[src/rtl/mgt_pkg.sv]
// Shared types and codes for the multicast group membership table.
package mgt_pkg;

   // Operation codes carried in the func field.
   localparam logic [1:0] FUNC_REPORT = 2'd0;
   localparam logic [1:0] FUNC_LOOKUP = 2'd1;
   localparam logic [1:0] FUNC_AGE    = 2'd2;
   localparam logic [1:0] FUNC_FLUSH  = 2'd3;

   // Result status codes.
   localparam logic [2:0] ST_DONE       = 3'd0;
   localparam logic [2:0] ST_MATCHED    = 3'd1;
   localparam logic [2:0] ST_CREATED    = 3'd2;
   localparam logic [2:0] ST_INVALID    = 3'd3;
   localparam logic [2:0] ST_FULL       = 3'd4;
   localparam logic [2:0] ST_UNFILTERED = 3'd5;
   localparam logic [2:0] ST_NOGROUP    = 3'd6;

   // Command kinds decided by the front end.
   localparam logic [2:0] CMD_REPORT     = 3'd0;
   localparam logic [2:0] CMD_INVALID    = 3'd1;
   localparam logic [2:0] CMD_UNFILTERED = 3'd2;
   localparam logic [2:0] CMD_ALL_PORTS  = 3'd3;
   localparam logic [2:0] CMD_LOOKUP     = 3'd4;
   localparam logic [2:0] CMD_AGE        = 3'd5;
   localparam logic [2:0] CMD_FLUSH      = 3'd6;

   // Well-known addresses.
   localparam logic [31:0] ADDR_ALL_SYSTEMS = 32'hE000_0001;
   localparam logic [31:0] ADDR_ALL_ROUTERS = 32'hE000_0002;
   localparam logic [31:0] ADDR_BROADCAST   = 32'hFFFF_FFFF;
   localparam logic [3:0]  MCAST_PREFIX     = 4'hE;

   typedef struct packed {
      logic [1:0]  func;
      logic [31:0] address;
      logic [31:0] port_mask;
   } req_type;

   typedef struct packed {
      logic [31:0] out_mask;
      logic [2:0]  status;
   } rsp_type;

   typedef struct packed {
      logic [2:0]  kind;
      logic [31:0] address;
      logic [31:0] port_mask;
   } cmd_type;

endpackage

[src/rtl/mgt_front.sv]
// Front end: decodes request words into commands and queues them for the table engine.
module mgt_front
   import mgt_pkg::*;
(
   input  logic    clock,
   input  logic    reset,
   input  logic    req_valid,
   output logic    req_ready,
   input  req_type req_data,
   input  logic    init_done,
   output logic    cmd_valid,
   input  logic    cmd_ready,
   output cmd_type cmd_data
);

   cmd_type    slot_ff [2];
   logic       wr_ptr_ff, wr_ptr_in;
   logic       rd_ptr_ff, rd_ptr_in;
   logic [1:0] count_ff, count_in;
   cmd_type    cmd_new;
   logic       is_mcast;
   logic       push, pop;

   assign is_mcast = (req_data.address[31:28] == MCAST_PREFIX);

   always_comb begin
      cmd_new.address   = req_data.address;
      cmd_new.port_mask = req_data.port_mask;
      unique case (req_data.func)
         FUNC_REPORT: begin
            if (is_mcast && req_data.address != ADDR_BROADCAST) cmd_new.kind = CMD_REPORT;
            else cmd_new.kind = CMD_INVALID;
         end
         FUNC_LOOKUP: begin
            if (!is_mcast || req_data.address == ADDR_BROADCAST) begin
               cmd_new.kind = CMD_UNFILTERED;
            end else if (req_data.address == ADDR_ALL_SYSTEMS ||
                         req_data.address == ADDR_ALL_ROUTERS) begin
               cmd_new.kind = CMD_ALL_PORTS;
            end else begin
               cmd_new.kind = CMD_LOOKUP;
            end
         end
         FUNC_AGE:   cmd_new.kind = CMD_AGE;
         FUNC_FLUSH: cmd_new.kind = CMD_FLUSH;
         default:    cmd_new.kind = CMD_FLUSH;
      endcase
   end

   // No word is taken until the table has been cleared after reset.
   assign req_ready = (count_ff != 2'd2) && init_done;
   assign cmd_valid = (count_ff != 2'd0);
   assign cmd_data  = slot_ff[rd_ptr_ff];
   assign push      = req_valid && req_ready;
   assign pop       = cmd_valid && cmd_ready;

   always_comb begin
      wr_ptr_in = push ? !wr_ptr_ff : wr_ptr_ff;
      rd_ptr_in = pop ? !rd_ptr_ff : rd_ptr_ff;
      count_in  = count_ff + {1'b0, push} - {1'b0, pop};
   end

   always_ff @(posedge clock) begin
      if (reset) begin
         wr_ptr_ff <= 1'b0;
         rd_ptr_ff <= 1'b0;
         count_ff  <= 2'd0;
      end else begin
         wr_ptr_ff <= wr_ptr_in;
         rd_ptr_ff <= rd_ptr_in;
         count_ff  <= count_in;
      end
   end

   always_ff @(posedge clock) begin
      if (push) begin
         slot_ff[wr_ptr_ff] <= cmd_new;
      end
   end

endmodule

[config.mk]
export PLATFORM = sky130hd
export DESIGN_NAME = mgt_front
export DESIGN_NICKNAME = d
export VERILOG_FILES = /design/src/rtl/mgt_pkg.sv /design/src/rtl/mgt_front.sv
export SDC_FILE = /design/constraint.sdc
export NUM_CORES = 1
export LEC_CHECK = 0
export BUFFER_PORTS_ARGS = -buffer_cell sky130_fd_sc_hd__buf_2
export CORE_MARGIN = 4
export CORE_UTILIZATION = 55
export CTS_CLUSTER_DIAMETER = 40
export DETAILED_ROUTE_END_ITERATION = 6
export GPL_TIMING_DRIVEN = 0
export PLACE_DENSITY = 0.83
export SKIP_CTS_REPAIR_TIMING = 1
export SYNTH_ARGS = -nofsm -noshare
export SYNTH_HDL_FRONTEND = slang
export SYNTH_SLANG_ARGS = --single-unit
export TNS_END_PERCENT = 50
[constraint.sdc]
create_clock -name clock -period 7.3 [get_ports clock]
set_input_delay 1.46 -clock clock [delete_from_list [all_inputs] [get_ports clock]]
set_output_delay 1.46 -clock clock [all_outputs]
set_load 0.02 [all_outputs]
==> impl_metrics.env, run 1 <==
export IMPL_cp_top_family="buffers and inverters"
export IMPL_wire_per_inst_um=18.42
export IMPL_gr_total_overflow=0
export IMPL_gr_usage_met1=0.2267
export IMPL_place_congestion=0.7321
export IMPL_clk_latency_ns=0.51
export IMPL_crit_top_cell="buf_2"
export IMPL_fmax_ghz=0.2872
export IMPL_finalCritPeriodShare=0.4770
export IMPL_crit_required_ns=5.84
export IMPL_path_buf_inv=3
export IMPL_drive_gt1_frac=0.5859
export IMPL_synthCells=250
export IMPL_slowest_delay_ns=0.37
export IMPL_synthFlopType="edfxtp_1"
export IMPL_met3_usage=0.05991
export IMPL_yosysSeqAreaShare=0.7996
export IMPL_antenna_found_initial=1
export IMPL_async_flop_share=0
export IMPL_drv_slew=0
export IMPL_vias=2809
export IMPL_postRouteAntennaNets=0
export IMPL_cts_root_buf="clkbuf_8"
export IMPL_start_util=0.5608
export IMPL_hpwl_um=6785
export IMPL_final_hold_viol_count=0
export IMPL_maxCapViolCount=0
export IMPL_io_pin_count=140
export IMPL_tightest_slew_ns=0.6943
export IMPL_vias_per_cell=5.241
export IMPL_synth_edf_count=134
export IMPL_ys_types=26
export IMPL_worst_path_max_delay_cell="dfxtp_1"
export IMPL_tns_ns=0
export IMPL_hp_class="reg2reg"
export IMPL_grt_pass1_wl_um=15670
export IMPL_worst_slack_ns=3.818
export IMPL_die_w_um=104.8
export IMPL_dr_pass1_iters=4
export IMPL_cts_max_path_buffers=2
export IMPL_first_iter_violations=162
export IMPL_cp_end_kind="primary output"
export IMPL_num_rows=35
export IMPL_cp_start_kind="flop"
export IMPL_grt_pass1_vias=3083
export IMPL_grt_start_max_net_pins=34
export IMPL_cp_max_fo=10
export IMPL_top_usage_layer="met2"
export IMPL_routed_wl_um=9871
export IMPL_min_period_ns=3.482
export IMPL_p_per_area_nw_per_um2=350.1
export IMPL_hold_ws_ns=0.5037
export IMPL_final_nets=485
export IMPL_core_area_um2=9196
export IMPL_clock_skew_ns=0.01243
export IMPL_h_tree_depth=4
export IMPL_setup_violations=0
export IMPL_use_met2=0.3258
export IMPL_path_clk_slew_ns=0.07
export IMPL_rsz0062_at_grt="false"
export IMPL_cp_cell_sequence="buf_2, buf_2, mux2_2, buf_2"
export IMPL_cts_tree="built"
export IMPL_status="finished, final reports clean"
export IMPL_clock_sinks=139
export IMPL_crit_arrival_ns=2.02
export IMPL_die_h_um=104.8
export IMPL_synthesis_nets=323
export IMPL_pre_cts_ws_ns=4.027
export IMPL_critPathKind="reg2out"
export IMPL_route_detailed_drc=0
export IMPL_irDropWorstVdd_v=0.0001965
export IMPL_num_antenna_cells=0
export IMPL_synth_area_um2=5157
export IMPL_track_usage=0.1885
export IMPL_synth_seq_cells=139
export IMPL_port_buffers=139
export IMPL_numCtsBuffers=17
export IMPL_cellLeakagePower_uw=0.002493
export IMPL_synth_area_per_cell_um2=20.63
export IMPL_ys_warn_count=0
export IMPL_slew_headroom=0.5360
export IMPL_syn_to_final_growth_pct=29.45
export IMPL_die_area_um2=10990
[final timing paths]
path	from	to	slack [ns]	cells past startpoint
worst max-delay path	flop	cmd_data[45]	3.82	4
worst min-delay path	rd_ptr_ff$_SDFFE_PP0P_	flop	0.50	2
worst max register to register	count_ff[1]$_SDFF_PP0_	count_ff[1]$_SDFF_PP0_	5.30	8
worst min register to register	rd_ptr_ff$_SDFFE_PP0P_	flop	0.50	2
[cell usage after synthesis, types with 2 or more instances]
cell type	number	share of area
edfxtp_1	134	0.78
mux2_2	67	0.15
nor2_1	6	0.0044
dfxtp_1	5	0.019
nor4_1	5	0.0061
buf_2	4	0.0039
xnor2_1	4	0.0068
inv_1	3	0.0022
buf_1	2	0.0015
ha_1	2	0.0049
nor2b_1	2	0.0024
or2_2	2	0.0024
[state kept, by name, indices dropped and copies added, names as in the netlist, named ones only]
signal	flops
count_ff	2
rd_ptr_ff	1
slot_ff	134
wr_ptr_ff	1
[per-layer routing]
metal | vias up | part of all wire
li1 | 1317 | -
met1 | 1369 | 0.39
met2 | 113 | 0.53
met3 | 8 | 0.073
met4 | 2 | 0.0076
met5 | - | 0.00081
[cell usage in the layout, fill, tap and decap left out, types with 2 or more instances in the layout]
| cell | netlist | final |
|---|---|---|
| nor2b_1 | 2 | 2 |
| clkinvlp_4 | 0 | 2 |
| inv_6 | 0 | 5 |
| or2_2 | 2 | 2 |
| inv_1 | 3 | 3 |
| buf_12 | 0 | 2 |
| clkbuf_16 | 0 | 16 |
| buf_2 | 4 | 143 |
| nor2_1 | 6 | 4 |
| clkinv_4 | 0 | 2 |
| buf_1 | 2 | 2 |
| clkbuf_1 | 1 | 2 |
| nor4_1 | 5 | 5 |
| edfxtp_1 | 134 | 134 |
| bufinv_16 | 0 | 2 |
| xnor2_1 | 4 | 4 |
| mux2_2 | 67 | 67 |
| nor2_4 | 0 | 2 |
| buf_16 | 0 | 2 |
| ha_1 | 2 | 2 |
| dfxtp_1 | 5 | 5 |
[report_power, final]
| part | switching (uW) | internal, uW | leakage, uW | total (uW) |
|---|---|---|---|---|
| clock | 327 | 492 | 0.000277 | 819 |
| sequential | 18.5 | 945 | 0.00127 | 964 |
| combinational | 323 | 231 | 0.000947 | 554 |
[cells by family after synthesis]
family          synth area share
compound gates          0.007036
xor+xnor                0.008491
fa+ha+maj               0.004851
buf+inv                 0.008248
flops                     0.7996
mux                       0.1463
simple gates             0.02547
[metrics by stage]
stage               instances  utilization  instance area [um2]  total power [uW]
finish                    536       0.7260                 6676              2337
global route              536       0.7260                 6676              2438
CTS                       536       0.7260                 6676              2364
detailed placement        504       0.6635                 6102              1538
global placement          500       0.6516                 5992              1519
floorplan                 250            -                 5157              1352
[cell type report]
class	instances	area, um2
buffer	7	31.28
clock buffer	18	417.9
clock inverter	14	156.4
fill	602	2520
inverter	3	11.26
multi-input combinational	101	1006
sequential	139	4124
tap	111	138.9
timing repair buffer	143	790.8
[tightest hold or removal path: stages, from the launching register on]
cell     delay [ns]
dfxtp_1        0.32
xnor2_1        0.08
nor2_1         0.07
No activity file was read; power rests on OpenSTA's default activity.
==> run 2, diff against run 1 <==
- ABC_AREA: not set -> 1
- CORE_UTILIZATION: 55 -> 52
- PLACE_DENSITY: 0.83 -> 0.79
- clock period: 7.3 -> 3.37 ns (I/O delays scaled with it)
==> run 2 against run 1 <==
Compared with the run above:
- worst setup slack got worse by 2.9 ns
- worst hold slack worse by 0.15 ns
- first-iteration DRC count decreased by 39%
- critical path type unchanged
- critical endpoint is now cmd_data[55]
==> impl_metrics.env, run 2 <==
export IMPL_status="finished, final reports clean"
export IMPL_synth_seq_cells=139
export IMPL_synthFlopType="edfxtp_1"
export IMPL_routed_wl_um=9627
export IMPL_wl_met2_um=4877
export IMPL_drive_gt1_frac=0.5451
export IMPL_synthTopCellsByArea="edfxtp_1 75%, mux2_4 8.4%, mux2_2 7.8%"
export IMPL_route_met3_wl_um=721
export IMPL_largest_register_ff_count=134
export IMPL_rsz0062_at_grt="false"
export IMPL_synth_largest_area_cell="edfxtp_1"
export IMPL_route_detailed_drc=0
export IMPL_synth_edf_count=134
export IMPL_pre_cts_ws_ns=1.216
export IMPL_finalCritPeriodShare=0.7293
export IMPL_grt_pass1_vias=3024
export IMPL_h_tree_depth=4
export IMPL_hpwl_um=6788
export IMPL_fmax_ghz=0.4069
export IMPL_synthesis_nets=353
export IMPL_final_hold_viol_count=0
export IMPL_min_period_ns=2.458
export IMPL_crit_required_ns=2.70
export IMPL_yosysSeqAreaShare=0.7706
export IMPL_grt_pass1_wl_um=14990
export IMPL_clock_skew_ns=0.006454
export IMPL_die_area_um2=11980
export IMPL_top_regs="slot_ff x134, count_ff x2"
export IMPL_start_util=0.5400
export IMPL_drv_slew=0
export IMPL_first_iter_violations=99
export IMPL_synthCells=280
export IMPL_hold_ws_ns=0.3525
export IMPL_cellLeakagePower_uw=0.002739
export IMPL_fill_cells=661
export IMPL_core_area_um2=9910
export IMPL_holdPathEnd="slot_ff[1][16]$_DFFE_PP_"
export IMPL_max_flop_register="slot_ff"
export IMPL_synth_area_per_cell_um2=19.11
export IMPL_hp_start="req_data[16]"
export IMPL_r2r_start="count_ff[0]$_SDFF_PP0_"
export IMPL_clock_sinks=139
export IMPL_io_pin_count=140
export IMPL_grt_start_max_net_pins=33
export IMPL_path_clk_slew_ns=0.06
export IMPL_dr_pass1_iters=4
export IMPL_p_per_area_nw_per_um2=767.7
export IMPL_antenna_found_initial=0
export IMPL_maxCapViolCount=0
export IMPL_die_h_um=109.4
export IMPL_final_common_cell="buf_2"
export IMPL_clk_latency_ns=0.50
export IMPL_async_flop_share=0
export IMPL_setup_violations=0
export IMPL_postRouteAntennaNets=0
export IMPL_final_nets=515
export IMPL_multi_input_area_um2=1137
export IMPL_cp_start_kind="flop"
export IMPL_regToRegEndpoint="count_ff[1]$_SDFF_PP0_"
export IMPL_ys_top_cells_by_count="134 x edfxtp_1, 37 x mux2_2, 30 x mux2_4"
export IMPL_synth_most_common_cell="edfxtp_1"
export IMPL_seq_area_um2=4124
export IMPL_cts_max_path_buffers=2
export IMPL_track_usage=0.1693
export IMPL_num_antenna_cells=0
export IMPL_ys_types=17
export IMPL_whs_path_depth=1
export IMPL_crit_arrival_ns=1.78
export IMPL_syn_to_final_growth_pct=30.35
export IMPL_gr_total_overflow=0
export IMPL_critPathKind="reg2out"
export IMPL_tightest_slew_ns=0.4946
export IMPL_cp_max_fo=10
export IMPL_cp_end_kind="primary output"
export IMPL_reg2reg_depth=9
export IMPL_place_congestion=0.7484
export IMPL_most_common_layout_cells="142 x buf_2, 134 x edfxtp_1, 37 x mux2_2"
export IMPL_rrSetupSlack_ns=1.62
export IMPL_irDropWorstVdd_v=0.0004730
export IMPL_vias=2907
export IMPL_cts_tree="built"
export IMPL_numCtsBuffers=17
export IMPL_wire_per_inst_um=16.37
export IMPL_hp_class="in2reg"
export IMPL_synth_area_um2=5351
export IMPL_worst_slack_ns=0.9122
export IMPL_ys_warn_count=0
export IMPL_drt_met1_wl_um=3938
export IMPL_port_buffers=139
export IMPL_synth_top_cell_area_share=0.7519
export IMPL_slew_headroom=0.6695
export IMPL_cts_root_buf="clkbuf_8"
export IMPL_num_rows=36
export IMPL_die_w_um=109.4
export IMPL_vias_per_cell=4.944
export IMPL_highest_layer="met4"
==> run 2: changes by cell type after synthesis, sizes merged, moves of 2 or more <==
| cell | delta |
|---|---|
| nand3 | +6 |
| nor2 | +15 |
| nor2b | -2 |
| nor4 | -5 |
| inv | +10 |
| nor3b | +2 |
| nand2 | +15 |
| a21oi | +4 |
| xnor2 | -3 |
==> run 2: stage by stage <==
step | instances | total power, uW | setup TNS (ns) | cell area (um2) | util
6_report | 588 | 5355 | 0 | 6975 | 0.7039
3_5_place_dp | 556 | 3341 | 0 | 6309 | 0.6366
3_3_place_gp | 552 | 3301 | -212.15 | 6216 | 0.6273
2_1_floorplan | 280 | 2966 | -72.07 | 5354 | -
5_1_grt | 588 | 5599 | 0 | 6975 | 0.7039
4_1_cts | 588 | 5417 | 0 | 6975 | 0.7039
==> run 2: routing by layer <==
layer / vias up / global-route usage
met5: - / 0
met4: 0 / 0.05610
met3: 8 / 0.06283
met2: 107 / 0.2764
met1: 1408 / 0.2100
li1: 1384 / -
==> run 2: cell families after synthesis <==
kind of cell    after synthesis  synth area share
simple gates                 46           0.03554
mux                          67            0.1620
flops                       139            0.7706
xor+xnor                      1          0.001637
compound gates                5          0.005845
buf+inv                      20           0.01964
fa+ha+maj                     2          0.004675
==> run 2: critical path: stages, from the launching register on <==
cell and delay (ns):
dfxtp_1 0.37, buf_4 0.23, buf_6 0.21, mux2_4 0.32
buf_2 0.16
==> run 2: worst max-delay path by stage <==
stage                          from                  endpoint  slack, ns  cells past startpoint
after floorplan           init_done   slot_ff[0][0]$_DFFE_PP_      -1.08                      3
after global placement    init_done  slot_ff[0][27]$_DFFE_PP_      -2.42                      4
after detailed placement  init_done  slot_ff[1][27]$_DFFE_PP_       1.22                      5
after CTS                      flop              cmd_data[55]       0.85                      4
after global routing           flop              cmd_data[62]       0.79                      4
final                          flop              cmd_data[55]       0.91                      4
==> run 2: where the power goes <==
part	switching [uW]	internal, uW
clock	652	1420
combinational	668	522
sequential	39.2	2050
==> run 2: cell type report <==
type	instances	area share
flip-flops and latches	139	0.5912
multi-input cells	121	0.1630
repair buffers	143	0.1112
clock buffers	19	0.06045
clock inverters	13	0.03516
well taps	133	0.02386
plain buffers	7	0.008072
inverters	13	0.006996
==> run 3, diff against run 2 <==
- ABC_AREA: 1 -> 0
- clock period: 3.37 -> 2.42 ns (I/O delays scaled with it)
==> run 3 against run 2 <==
Compared with the run above:
- final area is 3.2% lower
- register-to-register slack worse by 1.1 ns
- sequential power is 39% higher
- global-route usage is 0.33 points higher
- non-clock buffer count stayed put
- worst setup slack worse by 0.77 ns
- clock skew hardly changed
- final cell count is 5.1% lower
- die area is 3.4% lower
- sequential cell count stayed put
- critical path type unchanged
==> impl_metrics.env, run 3 (synthesized netlist as in run 1, its figures left out) <==
export IMPL_routed_wl_um=9682
export IMPL_clock_skew_ns=0.006394
export IMPL_maxCapViolCount=0
export IMPL_max_flop_register="slot_ff"
export IMPL_largest_register_ff_count=134
export IMPL_vias=2847
export IMPL_post_route_util=0.6943
export IMPL_dr_pass1_iters=4
export IMPL_worst_slack_ns=0.1412
export IMPL_num_antenna_cells=0
export IMPL_cp_end_kind="primary output"
export IMPL_critPathKind="reg2out"
export IMPL_whs_path_depth=1
export IMPL_finalCritPeriodShare=0.9417
export IMPL_reg2reg_depth=8
export IMPL_holdPathEnd="slot_ff[0][19]$_DFFE_PP_"
export IMPL_slew_headroom=0.5870
export IMPL_route_detailed_drc=0
export IMPL_vias_per_cell=5.102
export IMPL_first_iter_violations=87
export IMPL_antenna_found_initial=0
export IMPL_cp_start_kind="flop"
export IMPL_final_hold_viol_count=0
export IMPL_tightest_slew_ns=0.6168
export IMPL_die_w_um=107.6
export IMPL_final_nets=485
export IMPL_top_regs="slot_ff x134, count_ff x2"
export IMPL_multi_input_area_um2=1006
export IMPL_cp_cell_sequence="buf_6, buf_4, mux2_2, buf_2"
export IMPL_num_rows=36
export IMPL_worst_path_max_delay_cell="dfxtp_1"
export IMPL_seq_area_um2=4124
export IMPL_drive_gt1_frac=0.5882
export IMPL_crit_arrival_ns=1.79
export IMPL_cellLeakagePower_uw=0.002511
export IMPL_grt_start_max_net_pins=34
export IMPL_crit_required_ns=1.94
export IMPL_rsz0062_at_grt="false"
export IMPL_die_h_um=107.6
export IMPL_hp_start="req_data[19]"
export IMPL_setup_violations=0
export IMPL_hpwl_um=6795
export IMPL_core_area_um2=9729
export IMPL_syn_to_final_growth_pct=30.98
export IMPL_cts_max_path_buffers=2
export IMPL_r2r_start="count_ff[1]$_SDFF_PP0_"
export IMPL_cts_root_buf="clkbuf_8"
export IMPL_status="finished, final reports clean"
export IMPL_cts_tree="built"
export IMPL_fill_cells=703
export IMPL_port_buffers=139
export IMPL_start_util=0.5301
export IMPL_drv_slew=0
export IMPL_rrSetupSlack_ns=0.50
export IMPL_grt_pass1_wl_um=14810
export IMPL_most_common_layout_cells="139 x buf_2, 134 x edfxtp_1, 67 x mux2_2"
export IMPL_regToRegEndpoint="count_ff[1]$_SDFF_PP0_"
export IMPL_clock_sinks=139
export IMPL_die_area_um2=11580
export IMPL_fmax_ghz=0.4388
export IMPL_cp_max_fo=10
export IMPL_hp_class="in2reg"
export IMPL_io_pin_count=140
export IMPL_p_per_area_nw_per_um2=1073
export IMPL_place_congestion=0.7127
export IMPL_h_tree_depth=4
export IMPL_pre_cts_ws_ns=0.4186
export IMPL_irDropWorstVdd_v=0.0005485
export IMPL_wire_per_inst_um=17.35
export IMPL_final_common_cell="buf_2"
export IMPL_gr_total_overflow=0
export IMPL_slowest_delay_ns=0.38
export IMPL_min_period_ns=2.279
export IMPL_path_buf_inv=3
export IMPL_numCtsBuffers=17
export IMPL_track_usage=0.1727
export IMPL_clk_latency_ns=0.51
export IMPL_path_clk_slew_ns=0.06
export IMPL_grt_pass1_vias=3059
export IMPL_cp_top_family="buffers and inverters"
export IMPL_postRouteAntennaNets=0
export IMPL_tns_ns=0
-- run 3: layer usage --
| layer | vias up | wire (um) | global-route usage |
|---|---|---|---|
| met5 | - | 0 | 0 |
| li1 | 1317 | - | - |
| met3 | 8 | 748 | 0.06299 |
| met4 | 0 | 84 | 0.06763 |
| met2 | 109 | 5002 | 0.2966 |
| met1 | 1413 | 3847 | 0.1959 |
-- run 3: worst max-delay path by stage --
stage	from	to	slack, ns	cells past startpoint
global route	flop	cmd_data[65]	0.04	4
CTS	flop	cmd_data[52]	-0.15	4
detailed placement	flop	cmd_data[52]	0.42	4
global placement	init_done	slot_ff[1][21]$_DFFE_PP_	-1.47	3
floorplan	init_done	slot_ff[1][0]$_DFFE_PP_	-0.45	2
finish	flop	cmd_data[26]	0.14	4
-- run 3: cell type report --
class	count	share of cell area
sequential	139	0.6105
clock inverter	14	0.02982
multi-input combinational	101	0.1489
tap	133	0.02463
inverter	3	0.001667
buffer	7	0.007779
clock buffer	18	0.06186
timing repair buffer	143	0.1148
-- run 3: per-stage QoR --
stage / power (uW) / hold slack [ns] / instance area (um2) / cells
CTS: 7308 / 0.1283 / 6734 / 558
global placement: 4579 / 0.4999 / 6025 / 522
floorplan: 4073 / 0.4812 / 5162 / 250
finish: 7249 / 0.1623 / 6755 / 558
detailed placement: 4628 / 0.5177 / 6115 / 526
global route: 7561 / 0.1349 / 6755 / 558
-- run 3: power by group --
group | switching [uW] | internal (uW) | leakage [uW]
clock | 899 | 1760 | 0.000289
sequential | 54.4 | 2850 | 0.00127
combinational | 962 | 721 | 0.000953
